--- src/rtl/fhtc_pkg.sv ---
// ----------------------------------------------------------------------------
// fhtc_pkg
// Shared types, constants and step table for the file header type classifier.
// ----------------------------------------------------------------------------
package fhtc_pkg;

  localparam int WINDOW_BYTES = 1024;
  localparam int ADDR_W       = $clog2(WINDOW_BYTES);
  localparam int CNT_W        = $clog2(WINDOW_BYTES + 1);

  // read steps: offset bytes, leading header bytes, then bytes relative to offset
  localparam int NSTEP    = 19;
  localparam int STEP_W   = $clog2(NSTEP + 1);
  localparam int SLOT_W   = $clog2(NSTEP);
  localparam int STEP_HDR = 4;
  localparam int STEP_PE  = 11;
  localparam int STEP_MF  = 15;
  localparam int STEP_CH  = 17;
  localparam int DISP_W   = 6;

  localparam logic [2:0] CLS_OTHER = 3'd0;
  localparam logic [2:0] CLS_ZIP   = 3'd1;
  localparam logic [2:0] CLS_RAR   = 3'd2;
  localparam logic [2:0] CLS_ELF   = 3'd3;
  localparam logic [2:0] CLS_EXE   = 3'd4;
  localparam logic [2:0] CLS_DLL   = 3'd5;

  localparam logic [31:0] ZIP_SIG = 32'h0403_4B50;
  localparam logic [55:0] RAR_SIG = 56'h00_071A_2172_6152;
  localparam logic [55:0] ELF_SIG = 56'h01_0101_464C_457F;
  localparam logic [15:0] MZ_SIG  = 16'h5A4D;
  localparam logic [31:0] PE_SIG  = 32'h0000_4550;
  localparam logic [15:0] NE_SIG  = 16'h454E;

  localparam int          PE_SPAN     = 24;
  localparam int          PE_DLL_BIT  = 13;
  localparam int          PE_EXE_BIT  = 1;
  localparam logic [15:0] NE_DLL_MASK = 16'h8001;

  typedef struct packed {
    logic [7:0] header_byte;
    logic       last_byte;
  } hdr_item_t;

  typedef struct packed {
    logic [2:0] file_class;
    logic       offset_out_of_window;
  } cls_item_t;

  typedef struct packed {
    logic              en;
    logic [CNT_W-1:0]  base;
    logic [DISP_W-1:0] disp;
  } rd_req_t;

  typedef enum logic [1:0] {
    SEQ_IDLE,
    SEQ_FETCH,
    SEQ_DECIDE
  } seq_state_t;

  function automatic logic [DISP_W-1:0] step_disp(input logic [SLOT_W-1:0] s);
    logic [DISP_W-1:0] d;
    d = DISP_W'(s);
    if (s < SLOT_W'(STEP_HDR)) begin
      d = DISP_W'(60) + DISP_W'(s);
    end else if (s < SLOT_W'(STEP_PE)) begin
      d = DISP_W'(s) - DISP_W'(STEP_HDR);
    end else if (s < SLOT_W'(STEP_MF)) begin
      d = DISP_W'(s) - DISP_W'(STEP_PE);
    end else if (s < SLOT_W'(STEP_CH)) begin
      d = DISP_W'(s) - DISP_W'(3);
    end else begin
      d = DISP_W'(s) + DISP_W'(5);
    end
    return d;
  endfunction

endpackage

--- src/rtl/fhtc_seq.sv ---
// ----------------------------------------------------------------------------
// fhtc_seq
// Read sequencer: walks the step table through the window, collects the
// bytes, then decodes the header class.
// ----------------------------------------------------------------------------
module fhtc_seq (
  input  logic                   clk,
  input  logic                   rst,
  input  logic                   start,
  input  logic                   load_ok,
  input  logic [7:0]             rd_byte,
  output fhtc_pkg::rd_req_t      req,
  output logic                   busy,
  output logic                   done,
  output logic                   clear,
  output fhtc_pkg::cls_item_t    result
);

  fhtc_pkg::seq_state_t        state, state_next;
  logic [fhtc_pkg::STEP_W-1:0] step, step_next;
  logic                        cap_valid;
  logic [fhtc_pkg::SLOT_W-1:0] cap_idx;
  logic [7:0]                  slot [fhtc_pkg::NSTEP];
  logic                        issue;

  logic [31:0] off;
  logic [55:0] hdr;
  logic [32:0] span_end;
  logic [15:0] ch;
  logic [15:0] mf;
  logic        oow;

  always_ff @(posedge clk) begin
    if (rst) begin
      state     <= fhtc_pkg::SEQ_IDLE;
      step      <= '0;
      cap_valid <= 1'b0;
    end else begin
      state     <= state_next;
      step      <= step_next;
      cap_valid <= issue;
    end
  end

  always_ff @(posedge clk) begin
    cap_idx <= step[fhtc_pkg::SLOT_W-1:0];
    if (cap_valid) begin
      slot[cap_idx] <= rd_byte;
    end
  end

  assign off = {slot[3], slot[2], slot[1], slot[0]};
  assign hdr = {slot[10], slot[9], slot[8], slot[7], slot[6], slot[5], slot[4]};
  assign mf  = {slot[16], slot[15]};
  assign ch  = {slot[18], slot[17]};

  assign issue    = (state == fhtc_pkg::SEQ_FETCH) &&
                    (step < fhtc_pkg::STEP_W'(fhtc_pkg::NSTEP));
  assign req.en   = issue;
  assign req.disp = fhtc_pkg::step_disp(step[fhtc_pkg::SLOT_W-1:0]);
  assign req.base = (step >= fhtc_pkg::STEP_W'(fhtc_pkg::STEP_PE)) ?
                    off[fhtc_pkg::CNT_W-1:0] : '0;

  assign span_end = {1'b0, off} + 33'(fhtc_pkg::PE_SPAN);
  assign oow      = span_end > 33'(fhtc_pkg::WINDOW_BYTES);

  always_comb begin
    result.file_class           = fhtc_pkg::CLS_OTHER;
    result.offset_out_of_window = 1'b0;
    priority if (hdr[31:0] == fhtc_pkg::ZIP_SIG) begin
      result.file_class = fhtc_pkg::CLS_ZIP;
    end else if (hdr == fhtc_pkg::RAR_SIG) begin
      result.file_class = fhtc_pkg::CLS_RAR;
    end else if (hdr == fhtc_pkg::ELF_SIG) begin
      result.file_class = fhtc_pkg::CLS_ELF;
    end else if (hdr[15:0] != fhtc_pkg::MZ_SIG) begin
      result.file_class = fhtc_pkg::CLS_OTHER;
    end else if (oow) begin
      result.offset_out_of_window = 1'b1;
    end else if ({slot[14], slot[13], slot[12], slot[11]} == fhtc_pkg::PE_SIG) begin
      if (ch[fhtc_pkg::PE_DLL_BIT]) begin
        result.file_class = fhtc_pkg::CLS_DLL;
      end else if (ch[fhtc_pkg::PE_EXE_BIT]) begin
        result.file_class = fhtc_pkg::CLS_EXE;
      end
    end else if ({slot[12], slot[11]} == fhtc_pkg::NE_SIG) begin
      result.file_class = ((mf & fhtc_pkg::NE_DLL_MASK) == fhtc_pkg::NE_DLL_MASK) ?
                          fhtc_pkg::CLS_DLL : fhtc_pkg::CLS_EXE;
    end else begin
      result.file_class = fhtc_pkg::CLS_OTHER;
    end
  end

  always_comb begin
    state_next = state;
    step_next  = step;
    done       = 1'b0;
    clear      = 1'b0;
    unique case (state)
      fhtc_pkg::SEQ_IDLE: begin
        step_next = '0;
        if (start) begin
          state_next = fhtc_pkg::SEQ_FETCH;
        end
      end
      fhtc_pkg::SEQ_FETCH: begin
        if (step == fhtc_pkg::STEP_W'(fhtc_pkg::NSTEP)) begin
          state_next = fhtc_pkg::SEQ_DECIDE;
        end else begin
          step_next = step + 1'b1;
        end
      end
      fhtc_pkg::SEQ_DECIDE: begin
        if (load_ok) begin
          done       = 1'b1;
          clear      = 1'b1;
          state_next = fhtc_pkg::SEQ_IDLE;
        end
      end
      default: begin
        state_next = fhtc_pkg::SEQ_IDLE;
      end
    endcase
  end

  assign busy = state != fhtc_pkg::SEQ_IDLE;

endmodule
--- config.mk ---
export PLATFORM = sky130hd
export DESIGN_NAME = fhtc_seq
export DESIGN_NICKNAME = d
export VERILOG_FILES = /design/src/rtl/fhtc_pkg.sv /design/src/rtl/fhtc_seq.sv
export SDC_FILE = /design/constraint.sdc
export NUM_CORES = 1
export LEC_CHECK = 0
export BUFFER_PORTS_ARGS = -buffer_cell sky130_fd_sc_hd__buf_2
export CAP_MARGIN = 5
export CELL_PAD_IN_SITES_DETAIL_PLACEMENT = 1
export CELL_PAD_IN_SITES_GLOBAL_PLACEMENT = 1
export CORE_MARGIN = 1
export CORE_UTILIZATION = 50
export DETAILED_ROUTE_END_ITERATION = 7
export PLACE_DENSITY = 0.83
export SLEW_MARGIN = 10
export SYNTH_ARGS = -nofsm -noshare
export SYNTH_HDL_FRONTEND = slang
export SYNTH_SLANG_ARGS = --single-unit
--- constraint.sdc ---
create_clock -name clk -period 4.4 [get_ports clk]
set_input_delay 0.88 -clock clk [delete_from_list [all_inputs] [get_ports clk]]
set_output_delay 0.88 -clock clk [all_outputs]
set_load 0.005 [all_outputs]
**Word level (Yosys, flattened, before mapping)**

Memory sizes are Yosys's and may differ from the RTL's.
Cells that the tools add are included.

- Bits of input ports: 12
- Output and inout bits: 25
- Memory bits (writable): 152
- Register bits: 13
- Memories: 1
- Word-level logic and storage cells: 69

Memories:

| memory | words | bits a word | rd ports | clocked after memory_dff | wr ports | RTL line | RTL |
|---|---|---|---|---|---|---|---|
| slot | 19 | 8 | 19 | 0 | 1 | fhtc_seq.sv:23 | `logic [7:0] slot [fhtc_pkg::NSTEP];` |

- Magnitude comparators: 7
- Add/sub/neg operators: 7
- Reduce and logical (&&, ||, !) cells: 6
- Equality and inequality tests: 14
- Multiplexer cells: 30

Operators with widths:

| cell | number |
|---|---|
| $eq A56 B43 Y1 const B | 1 |
| $eq A56 B49 Y1 const B | 1 |
| $add A32 B5 Y33 const B | 1 |
| $gt A33 B11 Y1 const B | 1 |
| $eq A32 B15 Y1 const B | 1 |
| $eq A32 B27 Y1 const B | 1 |
| $mux W3 | 9 |
| $mux W6 | 4 |
| $eq A16 B15 Y1 const B | 1 |
| $ne A16 B15 Y1 const B | 1 |
| $mux W11 | 1 |
| $lt A5 B4 Y1 const B | 2 |
| $lt A5 B5 Y1 const B | 2 |
| $mux W1 | 10 |
| $pmux W5 S2 | 1 |
| $add A5 B3 Y6 const B | 1 |
| $add A6 B5 Y6 const A | 1 |
| $mux W2 | 3 |
| $ne A2 B2 Y1 const B | 3 |
| $pmux W2 S3 | 1 |
| $sub A5 B2 Y6 const B | 1 |
| $sub A5 B3 Y6 const B | 1 |
| $sub A5 B4 Y6 const B | 1 |
| $add A5 B1 Y5 const B | 1 |
| 12 further kinds | 14 |

**Depth between registers and ports, before layout**

Gate-level depths: netlist of run 1.

- Depth in word-level cells: 9
- Mapped depth: 9
- Mapped depth without buffers: 9

**Least setup slack after synthesis of run 1**

Ideal clock, no wire load.

- Kind: reg2out
- Start point: memory slot[0][7]
- End point: output port result[1] in the netlist's numbering
- Stages on the path, launching flop included: 9
- Slack: 0.966 ns
- Arrival time: 2.554 ns
- Required time: 3.520 ns
- Path buffers: 1
- Path through: edfxtp_1 nand4_2 or4_1 buf_2 nor4_4 mux2_1 a41oi_1 or4_4 o41ai_2

RTL lines:

| item | RTL line | RTL |
|---|---|---|
| from (decl) | fhtc_seq.sv:23 |  |
| to (decl) | fhtc_seq.sv:16 | `output fhtc_pkg::cls_item_t result` |

==> impl_metrics.env, run 1 <==
export IMPL_outcome="complete, no violations"
export IMPL_layout_cells_most_common_list="sky130_fd_sc_hd__edfxtp_1 (124), sky130_fd_sc_hd__nor2_1 (48), sky130_fd_sc_hd__buf_2 (36)"
export IMPL_clock_latency_ns=0.43
export IMPL_routed_wire_length_per_instance_um=23.5
export IMPL_boundaryPins=37
export IMPL_seq_area_frac_synth=0.689
export IMPL_startpoint="slot[0][3]$_DFFE_PP_"
export IMPL_fmax_mhz=237
export IMPL_grt_setup_unrepaired="false"
export IMPL_gp_congestion=0.822
export IMPL_viasPerCell=6.16
export IMPL_worst_path_stages=10
export IMPL_grt_pass1_vias=4089
export IMPL_final_period_utilization=0.960
export IMPL_syn_nets=448
export IMPL_hold_path_startpoint="step[4]$_SDFFE_PP0P_"
export IMPL_post_route_drc_count=0
export IMPL_crit_path_top_delay_cell="sky130_fd_sc_hd__or4_4"
export IMPL_critical_path_endpoint_type="output pin"
export IMPL_max_clock_path_buffers=2
export IMPL_drv_slew=0
export IMPL_slowest_delay_ns=0.55
export IMPL_die_height_um=110
export IMPL_dr_first_iter_drc_count=305
export IMPL_synth_flop_cell="sky130_fd_sc_hd__edfxtp_1"
export IMPL_post_cts_repair_setup_buffers=0
export IMPL_grt_start_max_net_pins=17
export IMPL_grt_use_total=0.269
export IMPL_cts_tree="done"
export IMPL_placement_row_count=38
export IMPL_totalNegativeSetupSlack_ns=0
export IMPL_dr_total_vias=3890
export IMPL_floorplan_die_area_um2=12000
export IMPL_floorplan_initialDensity=0.524
export IMPL_worst_setup_path_start_kind="flip-flop"
export IMPL_grt_antenna_before_repair=0
export IMPL_worst_slew_pin_transition_ns=0.803
export IMPL_cell_area_synth_um2=5780
export IMPL_clock_skew_ns=0.00765
export IMPL_synthToLayoutAreaGrowth_pct=16.5
export IMPL_postSynthRegisterBits=137
export IMPL_syn_inst=427
export IMPL_post_layout_nonfiller_instances=631
export IMPL_power_per_cell_area_nw_per_um2=436
export IMPL_grt_first_pass_wirelength_um=22400
export IMPL_coreArea_um2=11000
export IMPL_slew_limit_headroom=0.463
export IMPL_post_cts_resize_count=0
export IMPL_ctsHoldBuffers=0
export IMPL_post_route_min_period_ns=4.22
export IMPL_port_buffer_count=36
export IMPL_final_antenna_net_count=0
export IMPL_insertedDiodeCount=0
export IMPL_report_final_hold_viol_count=0
export IMPL_edff_count_synth=124
export IMPL_hold_path_class="reg2reg"
export IMPL_peakVddDrop_uv=347
export IMPL_worst_endpoint_required_ns=3.52
export IMPL_synth_yosys_warnings=0
export IMPL_critical_path_top_delay_family="simple AND/OR/NAND/NOR gates"
export IMPL_crit_chain="inv_1, ha_1, nand3b_1, nor2_1, nand4_1, o21ai_0, nand3_1, or4_4, o41ai_2, buf_2"
export IMPL_grt_overflow=0
export IMPL_final_util=0.611
export IMPL_worstReg2RegStart="step[2]$_SDFFE_PP0P_"
export IMPL_dr_pass1_iters=5
export IMPL_ctsHtreeMaxLevel=4
export IMPL_post_place_ws_ns=0.551
export IMPL_cp_data_arrival_time_ns=3.34
export IMPL_async_reset_ff_frac=0
export IMPL_power_leakage_nw=2.19
export IMPL_clock_root_buffer="sky130_fd_sc_hd__clkbuf_16"
export IMPL_layout_cells_most_common="sky130_fd_sc_hd__edfxtp_1"
export IMPL_timing_worst_setup_path_type="reg2out"
export IMPL_cts_inserted_buffers=17
export IMPL_floorplan_die_width_um=110
export IMPL_place_inst=599
export IMPL_final_setup_vio_count=0
export IMPL_hold_worst_slack_ns=0.500
export IMPL_final_layout_size_suffix_gt1_frac=0.161
export IMPL_synth_area_per_cell_um2=13.5
export IMPL_hpwl_um=9420
export IMPL_route_final_wire_length_um=14800
export IMPL_ff2ff_path_depth=7
export IMPL_drv_cap=0
export IMPL_setup_ws_ns=0.177
export IMPL_holdPathStages=0
export IMPL_netlist_cell_type_count=57
export IMPL_num_nets_final=499
export IMPL_cp_bufs_invs=2
export IMPL_clock_sinks=137
export IMPL_clk_pin_slew_ns=0.06
export IMPL_worstPathMaxFanout=7
==> Yosys cell counts (8+ instances only) <==
master / instances / share of area
sky130_fd_sc_hd__nor3b_1: 8 / 0.010
sky130_fd_sc_hd__nor4_1: 17 / 0.018
sky130_fd_sc_hd__dfxtp_1: 13 / 0.045
sky130_fd_sc_hd__nand2_1: 25 / 0.016
sky130_fd_sc_hd__edfxtp_1: 124 / 0.64
sky130_fd_sc_hd__nor2b_1: 9 / 0.0097
sky130_fd_sc_hd__nor2_1: 48 / 0.031
sky130_fd_sc_hd__ha_1: 9 / 0.019
sky130_fd_sc_hd__xnor2_1: 8 / 0.012
sky130_fd_sc_hd__nand3_1: 21 / 0.018
sky130_fd_sc_hd__o21ai_0: 14 / 0.012
sky130_fd_sc_hd__inv_1: 9 / 0.0058
sky130_fd_sc_hd__nor4b_1: 9 / 0.014
sky130_fd_sc_hd__a21oi_1: 11 / 0.0095
sky130_fd_sc_hd__nand4_1: 10 / 0.011
sky130_fd_sc_hd__nor3_1: 16 / 0.014
==> cell families after synthesis <==
family,Yosys count,synth area share
muxes,5,0.00909
DFF,137,0.689
adders and majority gates,9,0.0195
and+or+nand+nor,200,0.196
xor gates and xnor gates,11,0.0167
AOI/OAI and AO/OA,50,0.0584
buffers and inverters,15,0.0112
==> registers in the layout (all words and copies together), names as in the netlist <==
signal,flops
cap_valid,1
slot,124
cap_idx,5
state,2
step,5
==> per-stage QoR <==
stage	power [mW]	instance area, um2
after floorplan	1.48	5780
after global placement	1.52	6120
after detailed placement	1.52	6120
after CTS	2.95	6720
after global routing	3.00	6740
final	2.94	6740
==> layer usage <==
| metal | vias to the layer above | GRT usage | part of all wire |
|---|---|---|---|
| met3 | 28 | 0.0646 | 0.067 |
| met5 | - | 0 | 0 |
| li1 | 1778 | - | - |
| met4 | 0 | 0.123 | 0.022 |
| met1 | 1955 | 0.322 | 0.39 |
| met2 | 129 | 0.461 | 0.52 |
==> power breakdown <==
part / internal [mW] / switching [mW] / total (mW)
sequential: 1.43 / 0.0102 / 1.44
clock: 0.908 / 0.535 / 1.44
combinational: 0.0143 / 0.0435 / 0.0578
==> final timing paths <==
path | slack (ns) | to
hold reg to reg | 0.50 | cap_idx[4]$_DFF_P_
setup / recovery | 0.18 | result[1]
setup reg to reg | 2.37 | step[4]$_SDFFE_PP0P_
hold / removal | 0.50 | cap_idx[4]$_DFF_P_
==> layout make-up <==
class	instances	area [um2]
Fill cell	1084	4290
Sequential cell	137	3980
Multi-Input combinational cell	275	1750
Clock buffer	22	454
Timing Repair Buffer	38	195
Tap cell	140	175
Clock inverter	10	146
Inverter	9	33.8
Note: power is estimated with default switching activity, not from simulation.
==> run 2, diff against run 1 <==
==> constraint.sdc (replaced) <==
create_clock -name clk -period 4.4 [get_ports clk]
set_input_delay 0.44 -clock clk [delete_from_list [all_inputs] [get_ports clk]]
set_output_delay 0.44 -clock clk [all_outputs]
set_load 0.005 [all_outputs]
==> run 2 against run 1 <==
  * Global-route usage grew 0.13 points
  * Clock skew grew 0.0011 ns
  * Count of clock-buffer cells in the layout shrank 1
  * Power grew 1.2%
  * Worst hold slack lost 0.19 ns
  * Sequential share of layout area shrank 0.18 points
  * First-iteration DRC count shrank 13%
  * Worst setup slack gained 0.38 ns
==> impl_metrics.env, run 2 (synthesis results as in run 1) <==
export IMPL_slew_limit_headroom=0.376
export IMPL_grt_setup_unrepaired="false"
export IMPL_power_leakage_nw=2.21
export IMPL_post_place_ws_ns=0.984
export IMPL_grt_use_total=0.270
export IMPL_die_height_um=110
export IMPL_drv_cap=0
export IMPL_setup_ws_ns=0.561
export IMPL_peakVddDrop_uv=346
export IMPL_placement_row_count=38
export IMPL_viasPerCell=6.16
export IMPL_grt_pass1_vias=4085
export IMPL_report_final_hold_viol_count=0
export IMPL_totalNegativeSetupSlack_ns=0
export IMPL_timing_worst_setup_path_type="reg2out"
export IMPL_largest_reg_flops=124
export IMPL_grt_first_pass_wirelength_um=22500
export IMPL_cp_data_arrival_time_ns=3.40
export IMPL_largest_registers="slot x124, cap_idx x5, step x5"
export IMPL_holdPathStages=2
export IMPL_clock_latency_ns=0.42
export IMPL_cts_inserted_buffers=17
export IMPL_num_nets_final=499
export IMPL_boundaryPins=37
export IMPL_post_route_drc_count=0
export IMPL_dr_first_iter_drc_count=264
export IMPL_floorplan_initialDensity=0.524
export IMPL_synthToLayoutAreaGrowth_pct=16.8
export IMPL_hold_path_class="in2reg"
export IMPL_max_clock_path_buffers=2
export IMPL_layout_cells_most_common_list="sky130_fd_sc_hd__edfxtp_1 (124), sky130_fd_sc_hd__nor2_1 (48), sky130_fd_sc_hd__buf_2 (36)"
export IMPL_drv_slew=0
export IMPL_route_final_wire_length_um=14800
export IMPL_ctsHtreeMaxLevel=4
export IMPL_detail_route_wirelength_met1_um=6110
export IMPL_clock_skew_ns=0.00871
export IMPL_route_met2_wl_um=7760
export IMPL_floorplan_die_area_um2=12000
export IMPL_floorplan_die_width_um=110
export IMPL_outcome="complete, no violations"
export IMPL_fmax_mhz=260
export IMPL_clock_sinks=137
export IMPL_met3RoutedLength_um=600
export IMPL_grt_overflow=0
export IMPL_layout_cells_most_common="sky130_fd_sc_hd__edfxtp_1"
export IMPL_grt_antenna_before_repair=0
export IMPL_hpwl_um=9350
export IMPL_dr_total_vias=3884
export IMPL_port_buffer_count=36
export IMPL_power_per_cell_area_nw_per_um2=440
export IMPL_route_top_layer_used="met4"
export IMPL_ctsHoldBuffers=0
export IMPL_worst_slew_pin_transition_ns=0.923
export IMPL_worstPathMaxFanout=8
export IMPL_ff2ff_path_depth=7
export IMPL_critical_path_endpoint_type="output pin"
export IMPL_post_cts_repair_setup_buffers=0
export IMPL_grt_start_max_net_pins=17
export IMPL_worst_endpoint_required_ns=3.96
export IMPL_dr_pass1_iters=4
export IMPL_final_period_utilization=0.872
export IMPL_final_antenna_net_count=0
export IMPL_gp_congestion=0.822
export IMPL_insertedDiodeCount=0
export IMPL_coreArea_um2=11000
export IMPL_clock_root_buffer="sky130_fd_sc_hd__clkbuf_16"
export IMPL_final_setup_vio_count=0
export IMPL_post_cts_resize_count=0
export IMPL_final_layout_size_suffix_gt1_frac=0.167
export IMPL_clk_pin_slew_ns=0.06
export IMPL_post_route_min_period_ns=3.84
export IMPL_worst_setup_path_start_kind="flip-flop"
export IMPL_routed_wire_length_per_instance_um=23.5
export IMPL_cts_tree="done"
export IMPL_registers_top_by_ff_count="slot"
[run 2: cell types whose count changed in the layout (fill, tap and decap cells not counted)]
| cell | change |
|---|---|
| sky130_fd_sc_hd__or4_4 | -1 |
| sky130_fd_sc_hd__or4_1 | +1 |
| sky130_fd_sc_hd__clkinv_2 | +3 |
| sky130_fd_sc_hd__clkbuf_1 | -4 |
| sky130_fd_sc_hd__clkbuf_8 | +3 |
| sky130_fd_sc_hd__clkinv_4 | -2 |
[run 2: power by group]
group / switching, mW / total [mW] / internal (mW)
Clock: 0.530 / 1.48 / 0.948
Combinational: 0.0444 / 0.0587 / 0.0143
Sequential: 0.00982 / 1.44 / 1.43
Total: 0.584 / 2.97 / 2.39
[run 2: path summary, 6_finish.rpt]
kind	startpoint	end	slack, ns
worst min-delay path	rst	step[1]$_SDFFE_PP0P_	0.31
worst max register to register	step[2]$_SDFFE_PP0P_	step[4]$_SDFFE_PP0P_	2.27
worst min register to register	step[1]$_SDFFE_PP0P_	cap_idx[1]$_DFF_P_	0.49
worst max-delay path	slot[1][0]$_DFFE_PP_	result[1]	0.56
[run 2: through the flow]
step / cells / hold WS (ns) / instance area (um2) / power [mW] / utilization
5_1_grt: 631 / 0.323 / 6760 / 3.04 / 0.613
3_5_place_dp: 599 / 0.488 / 6120 / 1.52 / 0.555
2_1_floorplan: 427 / 0.354 / 5780 / 1.48 / -
4_1_cts: 631 / 0.302 / 6750 / 2.99 / 0.612
3_3_place_gp: 599 / 0.461 / 6120 / 1.52 / 0.555
6_report: 631 / 0.307 / 6760 / 2.97 / 0.613
[run 2: metal layers]
| metal | vias to the layer above | global-route usage |
|---|---|---|
| li1 | 1771 | - |
| met1 | 1979 | 0.327 |
| met2 | 109 | 0.463 |
| met3 | 25 | 0.0599 |
| met4 | 0 | 0.124 |
| met5 | - | 0 |
[run 2: layout make-up]
cell class / count / area (um2)
Clock buffer: 21 / 480
Sequential cell: 137 / 3980
Clock inverter: 11 / 144
Timing Repair Buffer: 38 / 195
Multi-Input combinational cell: 275 / 1740
Fill cell: 1080 / 4270
Inverter: 9 / 33.8
Tap cell: 140 / 175
[run 2: critical path: stages, from the launching register on]
cell and delay [ns]:
sky130_fd_sc_hd__edfxtp_1 0.49, sky130_fd_sc_hd__nand4_2 0.19, sky130_fd_sc_hd__or4_1 0.70, sky130_fd_sc_hd__nor4_4 0.30
sky130_fd_sc_hd__mux2_1 0.18, sky130_fd_sc_hd__a41oi_1 0.04, sky130_fd_sc_hd__or4_4 0.52, sky130_fd_sc_hd__o41ai_2 0.38
sky130_fd_sc_hd__buf_2 0.17
==> run 3, diff against run 2 <==
--- a/config.mk
+++ b/config.mk
@@ -9,7 +9,7 @@
 export CAP_MARGIN = 5
 export CELL_PAD_IN_SITES_DETAIL_PLACEMENT = 1
 export CELL_PAD_IN_SITES_GLOBAL_PLACEMENT = 1
-export CORE_MARGIN = 1
+export CORE_MARGIN = 5
 export CORE_UTILIZATION = 50
 export DETAILED_ROUTE_END_ITERATION = 7
 export PLACE_DENSITY = 0.83
==> run 3 against run 2 <==
  * Sequential share of layout area up 0.11 points
  * Clock power about the same
  * Worst setup slack better by 0.014 ns
==> impl_metrics.env, run 3 (synthesis results as in run 1) <==
export IMPL_outcome="complete, no violations"
export IMPL_gp_congestion=0.847
export IMPL_hold_worst_slack_ns=0.313
export IMPL_clock_skew_ns=0.00889
export IMPL_power_per_cell_area_nw_per_um2=438
export IMPL_grt_use_total=0.222
export IMPL_seq_area_um2=3980
export IMPL_worst_endpoint_required_ns=3.96
export IMPL_setup_ws_ns=0.575
export IMPL_crit_path_top_delay_cell="sky130_fd_sc_hd__or4_1"
export IMPL_timing_worst_setup_path_type="reg2out"
export IMPL_fmax_mhz=261
export IMPL_worst_setup_path_start_kind="flip-flop"
export IMPL_floorplan_initialDensity=0.509
export IMPL_max_clock_path_buffers=2
export IMPL_post_cts_resize_count=0
export IMPL_floorplan_die_width_um=118
export IMPL_layout_cells_most_common="sky130_fd_sc_hd__edfxtp_1"
export IMPL_boundaryPins=37
export IMPL_final_util=0.593
export IMPL_ctsHoldBuffers=0
export IMPL_floorplan_die_area_um2=13800
export IMPL_slew_limit_headroom=0.250
export IMPL_cts_inserted_buffers=17
export IMPL_grt_setup_unrepaired="false"
export IMPL_filler_cell_count=1116
export IMPL_final_setup_vio_count=0
export IMPL_dr_pass1_iters=5
export IMPL_power_leakage_nw=2.19
export IMPL_insertedDiodeCount=0
export IMPL_grt_antenna_before_repair=0
export IMPL_grt_start_max_net_pins=17
export IMPL_detailed_place_area_um2=6130
export IMPL_port_buffer_count=36
export IMPL_peakVddDrop_uv=330
export IMPL_final_cell_area_um2=6740
export IMPL_clock_root_buffer="sky130_fd_sc_hd__clkbuf_16"
export IMPL_report_final_hold_viol_count=0
export IMPL_final_layout_size_suffix_gt1_frac=0.157
export IMPL_routed_wire_length_per_instance_um=23.6
export IMPL_hpwl_um=9970
export IMPL_regToRegSetupSlack_ns=2.38
export IMPL_viasPerCell=6.19
export IMPL_registers_top_by_ff_count="slot"
export IMPL_largest_registers="slot x124, cap_idx x5, step x5"
export IMPL_route_final_wire_length_um=14900
export IMPL_clock_sinks=137
export IMPL_ctsHtreeMaxLevel=4
export IMPL_grt_pass1_vias=4164
export IMPL_footprint_of_the_multi_input_gates_um2=1740
export IMPL_worstPathMaxFanout=8
export IMPL_dr_total_vias=3919
export IMPL_grt_overflow=0
export IMPL_drv_slew=0
export IMPL_hold_path_class="in2reg"
export IMPL_slowest_delay_ns=0.71
export IMPL_clk_pin_slew_ns=0.06
export IMPL_largest_reg_flops=124
export IMPL_worst_slew_pin_transition_ns=1.12
export IMPL_placement_row_count=39
export IMPL_post_route_min_period_ns=3.82
export IMPL_post_place_ws_ns=1.03
export IMPL_cts_tree="done"
export IMPL_dr_first_iter_drc_count=329
export IMPL_synthToLayoutAreaGrowth_pct=16.6
export IMPL_place_inst=602
export IMPL_grt_first_pass_wirelength_um=23700
export IMPL_crit_chain="nand4_2, or4_1, nor4_4, mux2_1, a41oi_1, or4_4, o41ai_2, buf_2"
export IMPL_totalNegativeSetupSlack_ns=0
export IMPL_die_height_um=118
export IMPL_num_nets_final=499
export IMPL_coreArea_um2=11400
export IMPL_clock_latency_ns=0.41
export IMPL_post_route_drc_count=0
export IMPL_final_antenna_net_count=0
export IMPL_final_period_utilization=0.869
export IMPL_layout_cells_most_common_list="sky130_fd_sc_hd__edfxtp_1 (124), sky130_fd_sc_hd__nor2_1 (48), sky130_fd_sc_hd__buf_2 (36)"
export IMPL_cp_data_arrival_time_ns=3.38
export IMPL_critical_path_endpoint_type="output pin"
export IMPL_report_power_total_mw=2.96
export IMPL_post_layout_nonfiller_instances=633
export IMPL_drv_cap=0
export IMPL_post_cts_repair_setup_buffers=0
## run 3: changes by cell type in the layout (fill, tap and decap cells not counted)
cell	before	now
sky130_fd_sc_hd__clkinv_2	3	0
sky130_fd_sc_hd__clkinv_4	1	2
sky130_fd_sc_hd__clkbuf_1	0	1
sky130_fd_sc_hd__clkbuf_8	4	0
sky130_fd_sc_hd__a211oi_1	2	1
sky130_fd_sc_hd__clkinv_1	0	3
sky130_fd_sc_hd__bufinv_16	3	4
sky130_fd_sc_hd__nor3_2	1	0
sky130_fd_sc_hd__a211oi_2	0	1
sky130_fd_sc_hd__nor3_1	15	16
## run 3: cell type report
cell class                 instances  share of cell area
sequential                       137               0.591
multi-input combinational        275               0.259
clock buffer                      18              0.0636
timing repair buffer              38              0.0289
clock inverter                    13              0.0265
tap                              143              0.0265
inverter                           9             0.00501
## run 3: power breakdown
group	total [mW]	leakage [nW]	switching [mW]	internal [mW]
clock	1.46	0.281	0.522	0.940
sequential	1.44	1.22	0.00965	1.43
combinational	0.0584	0.688	0.0440	0.0144
total	2.96	2.19	0.576	2.38
## run 3: worst paths after layout
| path | start | to | cells past startpoint |
|---|---|---|---|
| min reg2reg | step[3]$_SDFFE_PP0P_ | cap_idx[3]$_DFF_P_ | 0 |
| max reg2reg | cap_idx[2]$_DFF_P_ | slot[6][6]$_DFFE_PP_ | 2 |
| min | start | state[0]$_SDFFE_PP0P_ | 3 |
| max | slot[0][7]$_DFFE_PP_ | result[1] | 8 |
## run 3: routing by layer
layer | part of all wire | track usage | wire length, um
met1 | 0.42 | 0.282 | 6200
met2 | 0.51 | 0.367 | 7630
met3 | 0.049 | 0.0519 | 724
met4 | 0.024 | 0.0889 | 364
met5 | 0 | 0 | 0
## run 3: critical path: cells and delay by family (launching register included)
family          cells  cell delay [ns]
buf+inv             1             0.17
compound gates      2             0.40
mux                 1             0.18
flops               1             0.49
simple gates        4             1.72
